$ cat src/rtl/lzwu_pkg.sv
// Shared types, constants and the symbol mapping for the LZW compressor.
// Used by the top level, the controller and the datapath; depends on nothing.
package lzwu_pkg;

    localparam int CODE_BITS_DEF   = 12;
    localparam int MAX_LEN_DEF     = 16;
    localparam int SYM_W           = 16;
    localparam int BASE_W          = 8;
    localparam int LEN_W           = 8;
    localparam int OUT_CODE_W      = 12;
    localparam int FIRST_FREE      = 256;
    localparam int IN_DATA_W       = 16;
    localparam int OUT_DATA_W      = 16;
    localparam int OUT_USER_W      = 1;

    localparam logic [7:0] ASCII_MAX  = 8'h7f;
    localparam logic [7:0] ASCII_MIN  = 8'h01;
    localparam logic [7:0] LEAD_LOW   = 8'hc2;
    localparam logic [7:0] LEAD_HIGH  = 8'hc3;
    localparam logic [7:0] TRAIL_MIN  = 8'h80;
    localparam logic [7:0] TRAIL_MAX  = 8'hbf;

    typedef struct packed {
        logic accept;
        logic set_base;
        logic scan_start;
        logic rd_en;
        logic scan_inc;
        logic take_hit;
        logic take_miss;
        logic bad_res;
        logic push_pend;
        logic push_flush;
        logic push_final;
        logic clear_stream;
    } lzwu_cmd_t;

    typedef struct packed {
        logic b_zero;
        logic cur_zero;
        logic dict_empty;
        logic hit;
        logic scan_last;
        logic last;
        logic pend;
        logic out_free;
    } lzwu_stat_t;

    // Maps a symbol to its base code 1..255, or 0 outside the alphabet.
    function automatic logic [BASE_W-1:0] base_code(input logic [SYM_W-1:0] s);
        logic [7:0] lead;
        logic [7:0] trail;
        logic [BASE_W-1:0] r;
        lead  = s[15:8];
        trail = s[7:0];
        r     = '0;
        if (lead == 8'h00 && trail >= ASCII_MIN && trail <= ASCII_MAX) begin
            r = trail;
        end else if (trail >= TRAIL_MIN && trail <= TRAIL_MAX) begin
            if (lead == LEAD_LOW) begin
                r = {2'b10, trail[5:0]};
            end else if (lead == LEAD_HIGH) begin
                r = {2'b11, trail[5:0]};
            end
        end
        return r;
    endfunction

endpackage

$ cat src/rtl/lzwu_ctrl.sv
// Controller state machine of the LZW compressor.
// Depends on lzwu_pkg; drives the datapath by command and reads its status.
module lzwu_ctrl (
    input  logic                aclk,
    input  logic                aresetn,
    input  logic                s_tvalid,
    output logic                s_tready,
    input  lzwu_pkg::lzwu_stat_t stat,
    output lzwu_pkg::lzwu_cmd_t  cmd
);
    import lzwu_pkg::*;

    typedef enum logic [7:0] {
        ST_IDLE   = 8'b0000_0001,
        ST_DECIDE = 8'b0000_0010,
        ST_RD     = 8'b0000_0100,
        ST_CMP    = 8'b0000_1000,
        ST_FIN    = 8'b0001_0000,
        ST_PUSHP  = 8'b0010_0000,
        ST_PUSHF  = 8'b0100_0000,
        ST_DONE   = 8'b1000_0000
    } state_t;

    state_t state_reg;
    state_t state_next;

    always_ff @(posedge aclk) begin
        if (!aresetn) begin
            state_reg <= ST_IDLE;
        end else begin
            state_reg <= state_next;
        end
    end

    assign s_tready = (state_reg == ST_IDLE);

    always_comb begin
        state_next = state_reg;
        cmd        = '0;
        case (state_reg)
            ST_IDLE: begin
                if (s_tvalid) begin
                    cmd.accept = 1'b1;
                    state_next = ST_DECIDE;
                end
            end
            ST_DECIDE: begin
                if (stat.b_zero) begin
                    cmd.bad_res = 1'b1;
                    state_next  = ST_FIN;
                end else if (stat.cur_zero) begin
                    cmd.set_base = 1'b1;
                    state_next   = ST_FIN;
                end else if (stat.dict_empty) begin
                    cmd.take_miss = 1'b1;
                    state_next    = ST_FIN;
                end else begin
                    cmd.scan_start = 1'b1;
                    state_next     = ST_RD;
                end
            end
            ST_RD: begin
                cmd.rd_en  = 1'b1;
                state_next = ST_CMP;
            end
            ST_CMP: begin
                if (stat.hit) begin
                    cmd.take_hit = 1'b1;
                    state_next   = ST_FIN;
                end else if (stat.scan_last) begin
                    cmd.take_miss = 1'b1;
                    state_next    = ST_FIN;
                end else begin
                    cmd.scan_inc = 1'b1;
                    state_next   = ST_RD;
                end
            end
            ST_FIN: begin
                if (stat.pend) begin
                    state_next = ST_PUSHP;
                end else if (stat.last && !stat.cur_zero) begin
                    state_next = ST_PUSHF;
                end else begin
                    state_next = ST_DONE;
                end
            end
            ST_PUSHP: begin
                if (stat.out_free) begin
                    cmd.push_pend  = 1'b1;
                    cmd.push_final = stat.last && stat.cur_zero;
                    if (stat.last && !stat.cur_zero) begin
                        state_next = ST_PUSHF;
                    end else begin
                        state_next = ST_DONE;
                    end
                end
            end
            ST_PUSHF: begin
                if (stat.out_free) begin
                    cmd.push_flush = 1'b1;
                    cmd.push_final = 1'b1;
                    state_next     = ST_DONE;
                end
            end
            ST_DONE: begin
                cmd.clear_stream = stat.last;
                state_next       = ST_IDLE;
            end
            default: begin
                state_next = ST_IDLE;
            end
        endcase
    end
endmodule

$ cat config.mk
export PLATFORM = sky130hd
export DESIGN_NAME = lzwu_ctrl
export DESIGN_NICKNAME = d
export VERILOG_FILES = /design/src/rtl/lzwu_pkg.sv /design/src/rtl/lzwu_ctrl.sv
export SDC_FILE = /design/constraint.sdc
export NUM_CORES = 1
export LEC_CHECK = 0
export BUFFER_PORTS_ARGS = -buffer_cell sky130_fd_sc_hd__buf_2
export CORE_ASPECT_RATIO = 1.1
export CORE_MARGIN = 5
export CORE_UTILIZATION = 40
export DETAILED_ROUTE_END_ITERATION = 6
export PLACE_DENSITY = 0.65
export SLEW_MARGIN = 0
export SYNTH_ARGS = -nofsm -noshare
export SYNTH_HDL_FRONTEND = slang
export SYNTH_SLANG_ARGS = --single-unit
$ cat constraint.sdc
create_clock -name aclk -period 2.3 [get_ports aclk]
set_input_delay 0.46 -clock aclk [delete_from_list [all_inputs] [get_ports aclk]]
set_output_delay 0.46 -clock aclk [all_outputs]
set_load 0.005 [all_outputs]
==> results.sh <==
export IMPL_area_growth_pct=36.1
export IMPL_synthAdderAreaFrac_pct=0
export IMPL_cts_sinks=8
export IMPL_setup_ws_ps=-171
export IMPL_cp_buffers_inverters=1
export IMPL_final_area_um2=925
export IMPL_ys_top_cells_by_area="dfxtp_1, nor4b_1, nor3_1"
export IMPL_hold_path_class="primary input to register"
export IMPL_path_cells="or3_4, or4_4, nor3b_4, nor3b_4, buf_2"
export IMPL_tightestPinTransition_ps=582
export IMPL_finalPower_uw=356
export IMPL_avgViaCountPerCell=5.55
export IMPL_slowest_delay_ps=460
export IMPL_rsz0062_at_grt="true"
export IMPL_cts_buffer_depth=2
export IMPL_portBuffers=23
export IMPL_num_rows=15
export IMPL_drc=0
export IMPL_finalSetupTns_ps=-742
export IMPL_syn_area_per_cell_um2=7.72
export IMPL_diodes=0
export IMPL_max_slew_margin_pct=60.8
export IMPL_initial_core_util_pct=42.6
export IMPL_pwr_share_clk_pct=29.6
export IMPL_first_iter_violations=7
export IMPL_grt_pass1_wl_um=2880
export IMPL_synth_nets=99
export IMPL_cts_tree="built"
export IMPL_critPathLaunch="state_reg[4]$_SDFFE_PN0P_"
export IMPL_synth_compound_area_share_pct=14.4
export IMPL_period_share_pct=107
export IMPL_endpoint_kind="output port"
export IMPL_grt_usage_pct=14.2
export IMPL_required_ps=1840
export IMPL_cts_buffers=3
export IMPL_dr_pass1_iters=4
export IMPL_p_int_uw=256
export IMPL_place_congestion=0.852
export IMPL_clk_pin_slew_worst_paths_ps=50
export IMPL_p_sw_uw=101
export IMPL_p_seq_share_pct=41.1
export IMPL_htreeDepth=1
export IMPL_n_fill_cell=159
export IMPL_path_depth=5
export IMPL_yosysTopAreaCellShare_pct=23.6
export IMPL_max_freq_mhz=405
export IMPL_fin_crit_ps=2470
export IMPL_path_max_fanout=4
export IMPL_yosysSeqAreaShare_pct=23.6
export IMPL_start_kind="register"
export IMPL_maxCapViolCount=0
export IMPL_worstSkewPairLatency_ps=250
export IMPL_hold_viol=0
export IMPL_status="complete, but fails checks"
export IMPL_synthXorXnorAreaFrac_pct=2.58
export IMPL_routed_wl_um=1820
export IMPL_wl_per_cell_um=13.5
export IMPL_dp_slack_ps=98.1
export IMPL_hold_start="s_tvalid"
export IMPL_multiInputGateArea_um2=527
export IMPL_worstSetupPathType="register to output port"
export IMPL_die_x_um=49.3
export IMPL_nets=131
export IMPL_slew_viol_final=0
export IMPL_violations="negative setup slack"
export IMPL_drive_gt1_share_pct=40.7
export IMPL_antenna_found_initial=0
export IMPL_synth_area_leader_cell="dfxtp_1"
export IMPL_cts_hold_buf=0
export IMPL_ios=24
export IMPL_synth_enable_flop_cells=0
export IMPL_synth_top_family_by_area="simple AND/OR/NAND/NOR gates"
export IMPL_synth_area_um2=679
export IMPL_grt_overflow=0
export IMPL_worstPathArrival_ps=2010
export IMPL_grt_pass1_vias=654
export IMPL_yosys_area_share_simple_pct=54.5
export IMPL_postSynth_asyncResetShare_pct=0
export IMPL_largest_register_ffs=8
export IMPL_cpLargestDelayFamily="simple AND/OR/NAND/NOR gates"
export IMPL_finClkSkew_ps=2.59
export IMPL_endpoint="cmd[7]"
export IMPL_hpwlAfterDp_um=1440
export IMPL_rr_worst_depth=6
export IMPL_irDropWorstVdd_mv=0.269
export IMPL_ys_flop_type="dfxtp_1"
export IMPL_hold_worst_slack_ps=471
export IMPL_grt_max_degree=12
export IMPL_rr_endpoint="state_reg[0]$_SDFFE_PN1P_"
export IMPL_swShare_pct=28.2
export IMPL_coreArea_um2=1600
export IMPL_combPwrFrac_pct=29.3
export IMPL_synthDistinctLibCells=32
export IMPL_synth_seq_cells=8
export IMPL_powerDensity_nw_per_um2=385
export IMPL_slowest_stage="or4_4"
export IMPL_r2r_setup_slack_ps=420
export IMPL_synth_area_mux_share_pct=0
export IMPL_num_vias=749
export IMPL_synthTopCellsByCount="dfxtp_1, nor3_1, o21ai_0"
export IMPL_ant_nets=0
export IMPL_place_area_um2=842
export IMPL_die_h_um=53.2
export IMPL_yosys_warnings=0
export IMPL_synthCells=88
export IMPL_leakage_uw=0.000402
export IMPL_die_area_um2=2620
export IMPL_root_buffer="clkbuf_4"
export IMPL_regArea_um2=164
export IMPL_crit_top_cell="nor3b_4"
export IMPL_r2r_start="state_reg[2]$_SDFFE_PN0P_"
export IMPL_setup_viol=6
-- cell families after synthesis --
logic type / Yosys count
and+or+nand+nor: 55
AOI/OAI and AO/OA: 16
DFF: 8
buffers and inverters: 7
xor gates and xnor gates: 2
-- power groups by stage --
stage	Clock [uW]	Combinational [uW]	Sequential [uW]
5_1_grt	124	114	147
3_3_place_gp	0	90.6	149
6_report	106	104	146
4_1_cts	109	96.7	146
2_1_floorplan	0	50.5	150
3_5_place_dp	0	90.5	149
-- routing by layer --
layer  wire length, um  vias up  GRT usage, %
met4                 5        0          4.48
met5                 0        -             0
met1               808      350          17.9
li1                  -      388             -
met2               952        9          22.7
met3                56        2          4.51
-- through the flow --
stage,utilization [%],cells
4_1_cts,55.8,134
2_1_floorplan,-,88
5_1_grt,58.0,135
3_3_place_gp,52.8,130
6_report,58.0,135
3_5_place_dp,52.8,130
-- cells in the final DEF, fill, tap and decap left out, drive strengths merged --
cell type,instances
a31oi,1
nor3b,3
xnor2,1
nand2b,4
clkbuf,3
and2,4
nand4b,1
and3,1
a21oi,3
or4,2
o22a,1
nand3,1
nor4b,5
o32a,1
xor2,1
buf,32
nor3,8
and3b,2
nor2,5
inv,2
nand2,6
o21ai,7
nor2b,3
o21a,2
a21boi,1
or3,3
nor4,5
nand3b,2
dfxtp,8
-- how the worst min path moves through the flow --
stage,slack [ps],depth (start not counted),end
3_3_place_gp,670,3,state_reg[3]$_SDFFE_PN0P_
5_1_grt,480,2,state_reg[1]$_SDFFE_PN0P_
2_1_floorplan,580,1,state_reg[2]$_SDFFE_PN0P_
3_5_place_dp,690,3,state_reg[3]$_SDFFE_PN0P_
6_report,470,2,state_reg[1]$_SDFFE_PN0P_
4_1_cts,470,2,state_reg[1]$_SDFFE_PN0P_
-- final cells by class --
class / instances / share of cell area, %
Inverter: 2 / 0.812
Clock buffer: 3 / 2.44
Timing Repair Buffer: 32 / 19.8
Multi-Input combinational cell: 73 / 57.0
Tap cell: 17 / 2.30
Sequential cell: 8 / 17.7
-- timing repair --
item	4_1_cts	5_1_grt
gates resized for setup	4	6
setup buffers	1	1
hold endpoints to repair	0	0
pin swaps	4	3
endpoints found under the setup margin	7	9
No activity file was read; power rests on OpenSTA's default activity.
